===== src/button_command_decoder_unit_defines.svh =====
// assertion macros used by the decoder rtl
`ifndef BUTTON_COMMAND_DECODER_UNIT_DEFINES_SVH
`define BUTTON_COMMAND_DECODER_UNIT_DEFINES_SVH

`ifndef ASSERT_OFF
// same-cycle implication, checked outside reset
`define BCD_ASSERT_IMPLY(name, clk, rst, ante, cons, msg) \
   name: assert property (@(posedge clk) disable iff (rst) (ante) |-> (cons)) \
      else $error(msg);
// next-cycle implication, checked outside reset
`define BCD_ASSERT_NEXT(name, clk, rst, ante, cons, msg) \
   name: assert property (@(posedge clk) disable iff (rst) (ante) |=> (cons)) \
      else $error(msg);
`else
`define BCD_ASSERT_IMPLY(name, clk, rst, ante, cons, msg)
`define BCD_ASSERT_NEXT(name, clk, rst, ante, cons, msg)
`endif

`endif


===== src/bcd_pkg.sv =====
package bcd_pkg;

   // command codes
   localparam logic [2:0] CMD_NONE       = 3'd0;
   localparam logic [2:0] CMD_NEXT       = 3'd1;
   localparam logic [2:0] CMD_PREV       = 3'd2;
   localparam logic [2:0] CMD_SEEK_FWD   = 3'd3;
   localparam logic [2:0] CMD_SEEK_REV   = 3'd4;
   localparam logic [2:0] CMD_RESUME     = 3'd5;
   localparam logic [2:0] CMD_PLAY_PAUSE = 3'd6;

   // register indexes
   localparam int unsigned CSR_INDEX_WIDTH = 2;
   localparam int unsigned CSR_DATA_WIDTH  = 16;
   localparam logic [CSR_INDEX_WIDTH-1:0] CSR_LONG_PRESS   = 2'd0;
   localparam logic [CSR_INDEX_WIDTH-1:0] CSR_VOLUME_STEP  = 2'd1;
   localparam logic [CSR_INDEX_WIDTH-1:0] CSR_VOLUME_LIMIT = 2'd2;
   localparam logic [CSR_INDEX_WIDTH-1:0] CSR_ARTIST_COUNT = 2'd3;

   // reset values
   localparam logic [15:0] RST_LONG_PRESS   = 16'd500;
   localparam logic [7:0]  RST_VOLUME_STEP  = 8'd10;
   localparam logic [7:0]  RST_VOLUME_LIMIT = 8'd100;
   localparam logic [15:0] RST_ARTIST_COUNT = 16'd1;
   localparam logic [7:0]  RST_VOLUME       = 8'd20;

   // single-button masks
   localparam logic [7:0] BTN_NEXT       = 8'h01;
   localparam logic [7:0] BTN_PLAY_PAUSE = 8'h02;
   localparam logic [7:0] BTN_PREV       = 8'h04;
   localparam logic [7:0] BTN_VOL_UP     = 8'h08;
   localparam logic [7:0] BTN_VOL_DOWN   = 8'h10;
   localparam logic [7:0] BTN_LED        = 8'h20;
   localparam logic [7:0] BTN_ARTIST_UP  = 8'h40;
   localparam logic [7:0] BTN_ARTIST_DN  = 8'h80;

   typedef struct packed {
      logic [7:0]  buttons;
      logic [31:0] now_ticks;
      logic        playing;
   } req_payload_type;

   typedef struct packed {
      logic [2:0]  command;
      logic        stop_first;
      logic        artist_changed;
      logic [15:0] artist_index;
      logic        volume_changed;
      logic [7:0]  volume;
      logic [7:0]  led_pattern;
   } rsp_payload_type;

endpackage


===== src/button_command_decoder_unit.sv =====
// button command decoder
// one request transfer is one poll of the eight-button port: button bits,
// the current tick count and the playing flag. each poll yields exactly one
// response transfer carrying the player command, artist and volume updates
// and the byte for the eight LEDs.
// the poll is captured in an input register, decoded against the held state
// by one level of logic and written to the response register. a poll thus
// passes the input register, then the response register, and a new poll can
// be taken every cycle while the receiver takes each response (one item per
// cycle sustained, set by the single register-to-register decode path).
// when the response receiver stalls, the response register holds, the input
// register fills, and req_ready drops until the response is taken; nothing
// is lost or repeated.
// the csr port is a plain write port (enable, index, 16-bit data); the user
// must write it only while no poll is in flight, the block does not enforce it.
// synchronous active-high reset empties both stages, restores the register
// defaults (long press 500, step 10, limit 100, one artist) and the state
// (volume 20, LEDs enabled, artist 0, phase 0).
`include "button_command_decoder_unit_defines.svh"

module button_command_decoder_unit
   import bcd_pkg::*;
(
   input  logic                       clock,
   input  logic                       reset,
   input  logic                       req_valid,
   output logic                       req_ready,
   input  req_payload_type            req_data,
   output logic                       rsp_valid,
   input  logic                       rsp_ready,
   output rsp_payload_type            rsp_data,
   input  logic                       csr_write_enable,
   input  logic [CSR_INDEX_WIDTH-1:0] csr_index,
   input  logic [CSR_DATA_WIDTH-1:0]  csr_write_data
);

   // configuration registers
   logic [15:0] long_press_ff;
   logic [7:0]  volume_step_ff;
   logic [7:0]  volume_limit_ff;
   logic [15:0] artist_count_ff;

   // decoder state
   logic [7:0]  prev_buttons_ff, prev_buttons_in;
   logic [31:0] press_start_ff, press_start_in;
   logic        seek_sent_ff, seek_sent_in;
   logic [7:0]  volume_ff, volume_in;
   logic        leds_enabled_ff, leds_enabled_in;
   logic [15:0] artist_ff, artist_in;
   logic [3:0]  poll_phase_ff;

   // pipeline
   logic            in_valid_ff;
   req_payload_type in_ff;
   logic            rsp_valid_ff;
   rsp_payload_type rsp_ff, rsp_in;
   logic            advance;

   // decode intermediates
   logic [7:0]  cur_b;
   logic [7:0]  prv_b;
   logic [31:0] elapsed;
   logic [31:0] long_ext;
   logic        elapsed_above;
   logic        elapsed_below;
   logic [8:0]  vol_sum;
   logic [7:0]  vol_up;
   logic [7:0]  vol_down;
   logic        artist_next_ok;
   logic        chaser_on;
   logic [2:0]  phase_low;

   // decode stage moves when the response register is free or being taken
   assign advance   = in_valid_ff && (!rsp_valid_ff || rsp_ready);
   assign req_ready = !in_valid_ff || advance;
   assign rsp_valid = rsp_valid_ff;
   assign rsp_data  = rsp_ff;

   // csr writes
   always_ff @(posedge clock) begin
      if (reset) begin
         long_press_ff   <= RST_LONG_PRESS;
         volume_step_ff  <= RST_VOLUME_STEP;
         volume_limit_ff <= RST_VOLUME_LIMIT;
         artist_count_ff <= RST_ARTIST_COUNT;
      end else if (csr_write_enable) begin
         unique case (csr_index)
            CSR_LONG_PRESS:   long_press_ff   <= csr_write_data;
            CSR_VOLUME_STEP:  volume_step_ff  <= csr_write_data[7:0];
            CSR_VOLUME_LIMIT: volume_limit_ff <= csr_write_data[7:0];
            CSR_ARTIST_COUNT: artist_count_ff <= csr_write_data;
         endcase
      end
   end

   // shared arithmetic for the decode
   assign cur_b         = in_ff.buttons;
   assign prv_b         = prev_buttons_ff;
   assign elapsed       = in_ff.now_ticks - press_start_ff;  // wraps modulo 2^32
   assign long_ext      = {16'd0, long_press_ff};
   assign elapsed_above = elapsed > long_ext;
   assign elapsed_below = elapsed < long_ext;
   // volume up sums without wrap, then clamps to the limit
   assign vol_sum  = {1'b0, volume_ff} + {1'b0, volume_step_ff};
   assign vol_up   = (vol_sum > {1'b0, volume_limit_ff}) ? volume_limit_ff : vol_sum[7:0];
   assign vol_down = (volume_ff > volume_step_ff) ? (volume_ff - volume_step_ff) : 8'd0;
   // an artist count of zero never allows a step up
   assign artist_next_ok = ({1'b0, artist_ff} + 17'd1) < {1'b0, artist_count_ff};
   // chaser only while idle: no button now or in the last poll
   assign chaser_on = leds_enabled_ff && in_ff.playing && (prv_b == 8'd0) && (cur_b == 8'd0);
   assign phase_low = poll_phase_ff[2:0];

   always_comb begin
      prev_buttons_in = cur_b;
      press_start_in  = press_start_ff;
      seek_sent_in    = seek_sent_ff;
      volume_in       = volume_ff;
      leds_enabled_in = leds_enabled_ff;
      artist_in       = artist_ff;

      rsp_in.command        = CMD_NONE;
      rsp_in.stop_first     = 1'b0;
      rsp_in.artist_changed = 1'b0;
      rsp_in.volume_changed = 1'b0;

      // next button and play/pause
      if (cur_b == BTN_NEXT && prv_b == 8'd0) begin
         press_start_in = in_ff.now_ticks;
      end else if (cur_b == BTN_NEXT && !seek_sent_ff) begin
         // long hold sends one seek per press
         if (elapsed_above) begin
            rsp_in.command = CMD_SEEK_FWD;
            seek_sent_in   = 1'b1;
         end
      end else if (prv_b == BTN_NEXT && cur_b == 8'd0) begin
         // release: short press steps, long press resumes
         rsp_in.command = elapsed_below ? CMD_NEXT : CMD_RESUME;
         seek_sent_in   = 1'b0;
      end else if (cur_b == BTN_PLAY_PAUSE && prv_b == 8'd0) begin
         rsp_in.command = CMD_PLAY_PAUSE;
      end

      // previous button, volume, LEDs and artist
      if (cur_b == BTN_PREV && prv_b == 8'd0) begin
         press_start_in = in_ff.now_ticks;
      end else if (cur_b == BTN_PREV && !seek_sent_ff) begin
         if (elapsed_above) begin
            rsp_in.command = CMD_SEEK_REV;
            seek_sent_in   = 1'b1;
         end
      end else if (prv_b == BTN_PREV && cur_b == 8'd0) begin
         rsp_in.command = elapsed_below ? CMD_PREV : CMD_RESUME;
         seek_sent_in   = 1'b0;
      end else if (cur_b == BTN_VOL_UP && prv_b == 8'd0) begin
         volume_in             = vol_up;
         rsp_in.volume_changed = 1'b1;
      end else if (cur_b == BTN_VOL_DOWN && prv_b == 8'd0) begin
         volume_in             = vol_down;
         rsp_in.volume_changed = 1'b1;
      end else if (prv_b == BTN_LED && cur_b == 8'd0) begin
         leds_enabled_in = !leds_enabled_ff;
      end else if (cur_b == BTN_ARTIST_UP && prv_b == 8'd0) begin
         if (artist_next_ok) begin
            rsp_in.stop_first     = in_ff.playing;
            artist_in             = artist_ff + 16'd1;
            rsp_in.artist_changed = 1'b1;
         end
      end else if (cur_b == BTN_ARTIST_DN && prv_b == 8'd0) begin
         if (artist_ff != 16'd0) begin
            rsp_in.stop_first     = in_ff.playing;
            artist_in             = artist_ff - 16'd1;
            rsp_in.artist_changed = 1'b1;
         end
      end

      rsp_in.artist_index = artist_in;
      rsp_in.volume       = volume_in;

      // bouncing chaser: phases 0..7 walk down from bit 7, 8..15 walk up from bit 0
      if (chaser_on) begin
         if (poll_phase_ff[3]) begin
            rsp_in.led_pattern = 8'd1 << phase_low;
         end else begin
            rsp_in.led_pattern = 8'd1 << (3'd7 - phase_low);
         end
      end else begin
         rsp_in.led_pattern = cur_b;
      end
   end

   // input register
   always_ff @(posedge clock) begin
      if (reset) begin
         in_valid_ff <= 1'b0;
      end else if (req_ready) begin
         in_valid_ff <= req_valid;
      end
   end

   always_ff @(posedge clock) begin
      if (req_valid && req_ready) begin
         in_ff <= req_data;
      end
   end

   // state and response register update on each decoded poll
   always_ff @(posedge clock) begin
      if (reset) begin
         rsp_valid_ff    <= 1'b0;
         prev_buttons_ff <= 8'd0;
         press_start_ff  <= 32'd0;
         seek_sent_ff    <= 1'b0;
         volume_ff       <= RST_VOLUME;
         leds_enabled_ff <= 1'b1;
         artist_ff       <= 16'd0;
         poll_phase_ff   <= 4'd0;
      end else begin
         if (advance) begin
            rsp_valid_ff    <= 1'b1;
            prev_buttons_ff <= prev_buttons_in;
            press_start_ff  <= press_start_in;
            seek_sent_ff    <= seek_sent_in;
            volume_ff       <= volume_in;
            leds_enabled_ff <= leds_enabled_in;
            artist_ff       <= artist_in;
            poll_phase_ff   <= poll_phase_ff + 4'd1;
         end else if (rsp_ready) begin
            rsp_valid_ff <= 1'b0;
         end
      end
   end

   always_ff @(posedge clock) begin
      if (advance) begin
         rsp_ff <= rsp_in;
      end
   end

   // a decoded poll always lands in the response register
   `BCD_ASSERT_NEXT(a_advance_fills_rsp, clock, reset, advance, rsp_valid_ff,
      "decoded poll did not reach the response register")
   // a held input stage must block new request transfers
   `BCD_ASSERT_IMPLY(a_full_blocks_req, clock, reset, in_valid_ff && !advance, !req_ready,
      "request accepted while input register is held")
   // a seek marks the press so it is not repeated
   `BCD_ASSERT_NEXT(a_seek_sets_flag, clock, reset,
      advance && (rsp_in.command == CMD_SEEK_FWD || rsp_in.command == CMD_SEEK_REV),
      seek_sent_ff, "seek sent without marking the press")
   // chaser drives exactly one LED
   `BCD_ASSERT_IMPLY(a_chaser_onehot, clock, reset, advance && chaser_on,
      $onehot(rsp_in.led_pattern), "chaser pattern not one-hot")
   // an artist step really moves the index
   `BCD_ASSERT_IMPLY(a_artist_moves, clock, reset, advance && rsp_in.artist_changed,
      artist_in != artist_ff, "artist change flagged without a new index")

endmodule


===== config.mk =====
export PLATFORM = sky130hd
export DESIGN_NAME = button_command_decoder_unit
export DESIGN_NICKNAME = d
export VERILOG_FILES = /design/src/bcd_pkg.sv /design/src/button_command_decoder_unit.sv
export VERILOG_INCLUDE_DIRS = /design/src /design/src/src
export SDC_FILE = /design/constraint.sdc
export NUM_CORES = 1
export LEC_CHECK = 0
export BUFFER_PORTS_ARGS = -buffer_cell sky130_fd_sc_hd__buf_2
export CAP_MARGIN = 20
export CORE_ASPECT_RATIO = 2
export CORE_MARGIN = 4
export CORE_UTILIZATION = 45
export CTS_BUF_LIST = sky130_fd_sc_hd__clkbuf_4 sky130_fd_sc_hd__clkbuf_8 sky130_fd_sc_hd__clkbuf_16
export CTS_CLUSTER_SIZE = 10
export DETAILED_ROUTE_END_ITERATION = 8
export GPL_TIMING_DRIVEN = 0
export PLACE_DENSITY_LB_ADDON = 0.15
export SYNTH_ARGS = -nofsm -noshare
export SYNTH_HDL_FRONTEND = slang
export SYNTH_SLANG_ARGS = --single-unit

===== constraint.sdc =====
create_clock -name clock -period 5.3 [get_ports clock]
set_clock_uncertainty 0.15 [all_clocks]
set_input_delay 0 -clock clock [delete_from_list [all_inputs] [get_ports clock]]
set_output_delay 0 -clock clock [all_outputs]
set_load 0.005 [all_outputs]

==> results.ini, run 1 <==
[synth]
ys_warn_count=0
synthFlopType=sky130_fd_sc_hd__dfxtp_1
postSynth.asyncResetShare_pct=0
synth.yosys.seq_area_share_pct=40.5
synth_edf_count=79
syn_inst=1381
syn_nets=1538
post_synth_num_cell_types=71
mean_instance_size_in_the_synthesized_netlist_um2=8.54
syn-cell-area_um2=11800
ys_seq_elements=199

[worst_hold_path]
worst_hold_path_type=input port to flip-flop
hp-start=req_data[12]

[placed_design]
placer_s_final_routability_congestion_estimate=0.963
hpwl_um=26400
numPortBuffers=103

[job]
max_cap_viol_count=0

[cells_and_area]
nets=1728
layout.core_utilization_pct=54.4
post_route_cells_drive_above_1_share_pct=10.3
layout_overhead_on_the_synthesized_area_pct=18.8
multi_input_comb_area_um2=6400
num_antenna_cells=0
fillCellCount=2542
register_area_um2=4770

[sta]
post-route-period-util_pct=94.4
max-slew-margin-rel_pct=45.0
grt_setup_unrepaired=no
min_period_ps=5000
finalMaxSlewViolations=0
timing_worst_slew_pin_value_ps=819
report.final.setup_viol=0
upper_clock_frequency_limit_mhz=200
finalHoldViolations=0
timing.setup.tns_ps=0

[die]
die_area_um2=29000
initial_utilization_pct=45.8
core.rowCount=83
chipHeight_um=237
ios=104
core_region_area_um2=25800
floorplan.die.width_um=122

[power]
pwr-share-clk_pct=37.2
vdd_drop_max_mv=0.220
sequentialPowerShare_pct=47.9
power_density_nw_per_um2=250
cell_internal_pwr_w=0.00252
swShare_pct=27.9
power.switching_w=0.000977
power.leakage_nw=5.38
comb_power_share_pct=14.8

[grt]
first_global_vias=10700
grtUsageTotal_pct=23.9
overflow=0
grt_start_max_net_pins=39
antenna_violations_before_repair=0
grt_pass1_wl_um=53600

[clock_tree]
cts_setup_buffers=0
max-clock-path-buffers=2
clkSlewWorstSetupHoldPaths_ps=80
cts.hold.buffers_added=66
cts_inserted_buffers=17
root_buffer=sky130_fd_sc_hd__clkbuf_16
tritoncts_clock_tree=built
cts_resized=0
clk_latency_ps=460
cts_max_level=4
tritoncts_num_sinks=199

[setup_path]
timing.critical_path.to_type=flip-flop
timing_worst_setup_path_type=flip-flop to flip-flop
critical_path.max_stage_delay_ps=570
worst-endpoint-required_ps=5340
critical_path.slowest_cell=sky130_fd_sc_hd__nor4_1
worst_setup_path_start_kind=flip-flop
endpoint_of_the_most_critical_setup_path=rsp_data[37]
critical_register_to_register_path_endpoint=rsp_data[37]
worst_path_most_repeated_cell=sky130_fd_sc_hd__or3_1
cp.buffers_inverters=1
setup.reg_to_reg.worst_slack_ps=300
crit_path_max_fanout=10
timing.critical_path.max_delay_family=simple AND/OR/NAND/NOR gates
worstReg2RegStart=in_ff[20]
instance_count_on_the_critical_path=13
ff2ff_path_depth=13
arrival_ps=5040
cp_cell_sequence=ha_1, clkbuf_1, and4_1, nand3_1, or3_1, a311oi_1, or3_1, xor2_1, nor3_1, nand4_1, nor4_1, nor2_1, or3_1
timing.critical_path.from=in_ff[20]

[detailed_routing]
route.detailed.wl_per_inst_um=17.4
post_drt_via_cell_ratio=5.45
drt_wl_total_um=33500
vias=10500
detailedRoute.firstIterationViolations=493
post_route_drc_violation_count=0
detail-route-antenna-nets=0
firstDrtPassIters=5

[status]
run_status=completed

[how the worst min path moves through the flow]
stage	endpoint	slack, ps	cells after the start
after CTS	in_ff[12]	70	2
after global routing	in_ff[23]	90	2
after global placement	in_ff[26]	30	1
after floorplan	cur_b[0]	-50	0
final	in_ff[12]	90	2
after detailed placement	in_ff[24]	30	1
[flip-flops by register name, indices dropped and copies added (netlist names)]
| register | flops |
|---|---|
| leds_enabled_ff | 1 |
| in_valid_ff | 1 |
| long_press_ff | 16 |
| poll_phase_ff | 4 |
| artist_count_ff | 16 |
| press_start_ff | 32 |
| volume_ff | 8 |
| cur_b | 8 |
| rsp_valid | 1 |
| rsp_data | 38 |
| in_ff | 33 |
| prev_buttons_ff | 8 |
| seek_sent_ff | 1 |
| volume_step_ff | 8 |
| artist_ff | 16 |
| volume_limit_ff | 8 |
[stage by stage]
stage | cells | cell area [µm²] | worst slack, ps | hold WS [ps] | total power, W
floorplan | 1381 | 11800 | 1230 | -51.1 | 0.00202
global placement | 1824 | 12700 | 494 | 26.3 | 0.00218
detailed placement | 1826 | 12800 | 529 | 28.1 | 0.00219
CTS | 1924 | 14000 | 516 | 71.7 | 0.00353
global route | 1924 | 14000 | 213 | 88.7 | 0.00366
finish | 1924 | 14000 | 299 | 92.9 | 0.00350
[placed cells by master, fill, tap and decap left out, types with 14 or more instances in the layout]
cell type	count
sky130_fd_sc_hd__a22oi_1	14
sky130_fd_sc_hd__nand3_1	30
sky130_fd_sc_hd__xor2_1	28
sky130_fd_sc_hd__a21o_1	20
sky130_fd_sc_hd__nand4_1	23
sky130_fd_sc_hd__edfxtp_1	79
sky130_fd_sc_hd__buf_2	107
sky130_fd_sc_hd__nand2_1	225
sky130_fd_sc_hd__nor3_1	24
sky130_fd_sc_hd__nor2_1	105
sky130_fd_sc_hd__inv_1	97
sky130_fd_sc_hd__dlygate4sd3_1	66
sky130_fd_sc_hd__or3_1	14
sky130_fd_sc_hd__a21oi_1	146
sky130_fd_sc_hd__nand2b_1	16
sky130_fd_sc_hd__o21a_1	20
sky130_fd_sc_hd__ha_1	90
sky130_fd_sc_hd__clkbuf_1	59
sky130_fd_sc_hd__o21ai_0	54
sky130_fd_sc_hd__xnor2_1	37
sky130_fd_sc_hd__nor2b_1	15
sky130_fd_sc_hd__clkbuf_16	18
sky130_fd_sc_hd__o21bai_1	17
sky130_fd_sc_hd__dfxtp_1	120
[synth_stat cells (4+ instances only)]
cell type | instances | area share (%)
sky130_fd_sc_hd__nor3_1 | 24 | 1.0
sky130_fd_sc_hd__xor2_1 | 28 | 2.1
sky130_fd_sc_hd__nand3b_1 | 7 | 0.45
sky130_fd_sc_hd__nor2b_1 | 15 | 0.80
sky130_fd_sc_hd__or3_1 | 14 | 0.74
sky130_fd_sc_hd__clkbuf_1 | 60 | 1.9
sky130_fd_sc_hd__a211oi_1 | 8 | 0.51
sky130_fd_sc_hd__or4_1 | 5 | 0.32
sky130_fd_sc_hd__dfxtp_1 | 120 | 20
sky130_fd_sc_hd__nand2b_1 | 16 | 0.85
sky130_fd_sc_hd__inv_1 | 97 | 3.1
sky130_fd_sc_hd__a22oi_1 | 14 | 0.89
sky130_fd_sc_hd__and3_1 | 5 | 0.27
sky130_fd_sc_hd__nand2_1 | 225 | 7.2
sky130_fd_sc_hd__buf_2 | 4 | 0.17
sky130_fd_sc_hd__edfxtp_1 | 79 | 20
sky130_fd_sc_hd__nand3_1 | 30 | 1.3
sky130_fd_sc_hd__a211o_1 | 12 | 0.89
sky130_fd_sc_hd__o21bai_1 | 17 | 1.1
sky130_fd_sc_hd__xnor2_1 | 37 | 2.7
sky130_fd_sc_hd__a21oi_1 | 146 | 6.2
sky130_fd_sc_hd__mux2i_1 | 12 | 1.0
sky130_fd_sc_hd__o21ai_0 | 54 | 2.3
sky130_fd_sc_hd__nor4_1 | 7 | 0.37
sky130_fd_sc_hd__nor2_1 | 105 | 3.3
sky130_fd_sc_hd__o21a_1 | 20 | 1.3
sky130_fd_sc_hd__and2_1 | 11 | 0.58
sky130_fd_sc_hd__nand4_1 | 23 | 1.2
sky130_fd_sc_hd__a21o_1 | 20 | 1.3
sky130_fd_sc_hd__o211ai_1 | 5 | 0.32
sky130_fd_sc_hd__ha_1 | 90 | 9.6
sky130_fd_sc_hd__a31oi_1 | 5 | 0.27
sky130_fd_sc_hd__o22ai_1 | 4 | 0.21
[per-layer routing]
layer	share of wire, %	GRT usage (%)
met5	0	0
met4	5.0	12.4
met3	3.1	3.68
met2	57	47.3
met1	34	22.5
[logic make-up (layout without fill, tap and decap cells)]
logic type	after synthesis	after routing	share of synthesized area, %
buffers and inverters	163	366	5.26
muxes	14	14	1.21
and+or+nand+nor	506	506	19.9
AOI/OAI and AO/OA	341	341	18.2
DFF	199	199	40.5
adders and majority gates	93	93	10.1
xor gates and xnor gates	65	65	4.83
[final cells by class]
cell class | instances | share of cell area, %
plain buffers | 66 | 1.84
flip-flops and latches | 199 | 34.1
clock inverters | 12 | 0.759
well taps | 340 | 3.04
inverters | 97 | 2.60
repair buffers | 171 | 8.68
multi-input cells | 1019 | 45.6
clock buffers | 20 | 3.37
[power groups by stage]
stage               Clock, W  Combinational (W)  Sequential [W]
global placement           0           0.000471         0.00171
CTS                  0.00133           0.000520         0.00168
global route         0.00140           0.000581         0.00168
finish               0.00130           0.000519         0.00168
floorplan                  0           0.000321         0.00170
detailed placement         0           0.000480         0.00171
Power figures use the tool's default switching activity.
==> run 2, diff against run 1 <==
--- a/config.mk
+++ b/config.mk
@@ -16,6 +16,7 @@
 export DETAILED_ROUTE_END_ITERATION = 8
 export GPL_TIMING_DRIVEN = 0
 export PLACE_DENSITY_LB_ADDON = 0.15
+export SETUP_SLACK_MARGIN = 0.4
 export SYNTH_ARGS = -nofsm -noshare
 export SYNTH_HDL_FRONTEND = slang
 export SYNTH_SLANG_ARGS = --single-unit
==> results.ini, run 2 (synthesis results as in run 1) <==
[grt]
globalRoute.busiestLayer=met2
overflow=0  ; unchanged
first_global_vias=10700  ; unchanged
grt_use_met3_pct=3.68  ; unchanged
grtUsageTotal_pct=23.9  ; unchanged
met1_usage_pct=22.5  ; unchanged
grt_pass1_wl_um=53600  ; unchanged
groute.layer.met2.usage_pct=47.3  ; unchanged
antenna_violations_before_repair=0  ; unchanged
grt_start_max_net_pins=39  ; unchanged

[detailed_routing]
detailedRoute.firstIterationViolations=530  ; +7.5%
firstDrtPassIters=5  ; unchanged
drt_wl_total_um=33600  ; +0.15%
detail-route-antenna-nets=0  ; unchanged
post_route_drc_violation_count=0  ; unchanged
post_drt_via_cell_ratio=5.43  ; -0.35%
route.detailed.wl_per_inst_um=17.4  ; +0.15%
vias=10400  ; -0.35%

[clock_tree]
clkSlewWorstSetupHoldPaths_ps=80  ; about the same
clk_latency_ps=460  ; about the same
max-clock-path-buffers=2  ; unchanged
cts_inserted_buffers=17  ; unchanged
tritoncts_clock_tree=built
root_buffer=sky130_fd_sc_hd__clkbuf_16
tritoncts_num_sinks=199  ; unchanged
cts_max_level=4  ; unchanged

[worst_hold_path]
holdPathStages=2  ; unchanged
worst_hold_path_type=input port to flip-flop
hp-start=req_data[31]
min_delay_worst_endpoint=in_ff[31]

[power]
power.leakage_nw=5.39  ; +0.12%
power_density_nw_per_um2=250  ; about the same
vdd_drop_max_mv=0.223  ; +1.3%
design_power_total_w=0.00350  ; +0.10%

[placed_design]
placedCellCount=1826  ; unchanged
numPortBuffers=103  ; unchanged
hpwl_um=26400  ; unchanged
dp_slack_ps=529  ; unchanged
post_dp_cell_area_um2=12800  ; unchanged
placer_s_final_routability_congestion_estimate=0.963  ; unchanged

[setup_path]
ff2ff_path_depth=13  ; unchanged
instance_count_on_the_critical_path=13  ; unchanged
worst_setup_path_start_kind=flip-flop
worst-endpoint-required_ps=5350  ; about the same
worst_path_most_repeated_cell=sky130_fd_sc_hd__or3_1
worstReg2RegStart=in_ff[19]
critical_register_to_register_path_endpoint=rsp_data[37]
setup.reg_to_reg.worst_slack_ps=530  ; +230 ps
timing.critical_path.max_delay_family=simple AND/OR/NAND/NOR gates
critical_path.slowest_cell=sky130_fd_sc_hd__a311oi_1
cp_cell_sequence=ha_1, clkbuf_1, and4_1, nand3_1, or3_1, a311oi_1, or3_1, xor2_1, nor3_1, nand4_1, a2111oi_4, nor4_1, or3_1
crit_path_max_fanout=10  ; unchanged
arrival_ps=4810  ; -230 ps
timing.critical_path.to_type=flip-flop
critical_path.max_stage_delay_ps=550  ; -20 ps
cp.buffers_inverters=1  ; unchanged
timing_worst_setup_path_type=flip-flop to flip-flop

[cells_and_area]
post_route_cells_drive_above_1_share_pct=10.6  ; +0.32 points
num_antenna_cells=0  ; unchanged
mostFrequentLayoutCell=sky130_fd_sc_hd__nand2_1
fin_cells=1924  ; unchanged
nets=1728  ; unchanged
most_frequent_cells_in_the_layout=225 x sky130_fd_sc_hd__nand2_1, 146 x sky130_fd_sc_hd__a21oi_1, 120 x sky130_fd_sc_hd__dfxtp_1
layout_overhead_on_the_synthesized_area_pct=19.0
postLayoutCellArea_um2=14000  ; +0.12%
largest_register_ffs=38  ; unchanged

[sta]
upper_clock_frequency_limit_mhz=210  ; +4.9%
timing.setup.tns_ps=0  ; unchanged
max-slew-margin-rel_pct=44.9  ; -0.16 points
timing_worst_slew_pin_value_ps=821  ; +2.31 ps
min_period_ps=4770  ; -235 ps
setup_ws_ps=533  ; +235 ps
grt_setup_unrepaired=no
report.final.setup_viol=0  ; unchanged
post-route-period-util_pct=89.9  ; -4.4 points
finalHoldViolations=0  ; unchanged
finalMaxSlewViolations=0  ; unchanged

[die]
ios=104  ; unchanged
floorplan.die.width_um=122  ; unchanged
core.rowCount=83  ; unchanged
core_region_area_um2=25800  ; unchanged
die_area_um2=29000  ; unchanged
initial_utilization_pct=45.8  ; unchanged
chipHeight_um=237  ; unchanged

[status]
run_status=completed

[job]
max_cap_viol_count=0  ; unchanged

[run 2: cell types whose count changed in the layout (fill, tap and decap cells not counted)]
cell                       delta
sky130_fd_sc_hd__nor4_2       +1
sky130_fd_sc_hd__o21ai_1      +3
sky130_fd_sc_hd__clkbuf_1     -2
sky130_fd_sc_hd__nor3_2       +1
sky130_fd_sc_hd__clkbuf_2     +2
sky130_fd_sc_hd__nor3_1       -1
sky130_fd_sc_hd__nor2_2       +1
sky130_fd_sc_hd__o21ai_0      -3
sky130_fd_sc_hd__nor2_1       -1
sky130_fd_sc_hd__nor4_1       -1
[run 2: power by group]
part	switching, W	internal [W]	total, W
logic	0.000304	0.000217	0.000521
clock network	0.000642	0.000662	0.00130
registers	0.0000334	0.00164	0.00168
[run 2: cell type report]
type | instances | area [µm²]
sequential | 199 | 4770
tap | 340 | 425
clock buffer | 20 | 472
multi-input combinational | 1019 | 6410
inverter | 97 | 364
buffer | 66 | 260
timing repair buffer | 171 | 1220
clock inverter | 12 | 106
fill | 2539 | 11700
[run 2: worst max path at each step]
stage	start	to	slack (ps)
6_report	in_ff[19]	rsp_data[37]	530
5_1_grt	in_ff[4]	rsp_data[37]	410
3_5_place_dp	in_ff[20]	rsp_data[37]	530
4_1_cts	in_ff[20]	rsp_data[37]	520
2_1_floorplan	in_ff[1]	rsp_data[37]	1230
3_3_place_gp	in_ff[20]	rsp_data[37]	490
[run 2: what timing repair did]
| action | 4_1_cts | 5_1_grt |
|---|---|---|
| gates resized for setup | 0 | 10 |
| endpoints found under the setup margin | 0 | 6 |
| endpoints found under the hold margin | 97 | 0 |
| hold buffers | 66 | 0 |
| setup buffers | 0 | 0 |
[run 2: stage by stage]
step                hold slack (ps)  utilization (%)
floorplan                     -51.1                -
detailed placement             28.1             49.6
CTS                            71.7             54.4
global route                   88.7             54.5
global placement               26.3             49.4
finish                         91.7             54.5
[run 2: per-layer routing]
metal / vias to the layer above / share of wire, %
met3: 92 / 3.4
met1: 4911 / 34
met2: 235 / 57
met5: - / 0
met4: 0 / 5.1
li1: 5204 / -
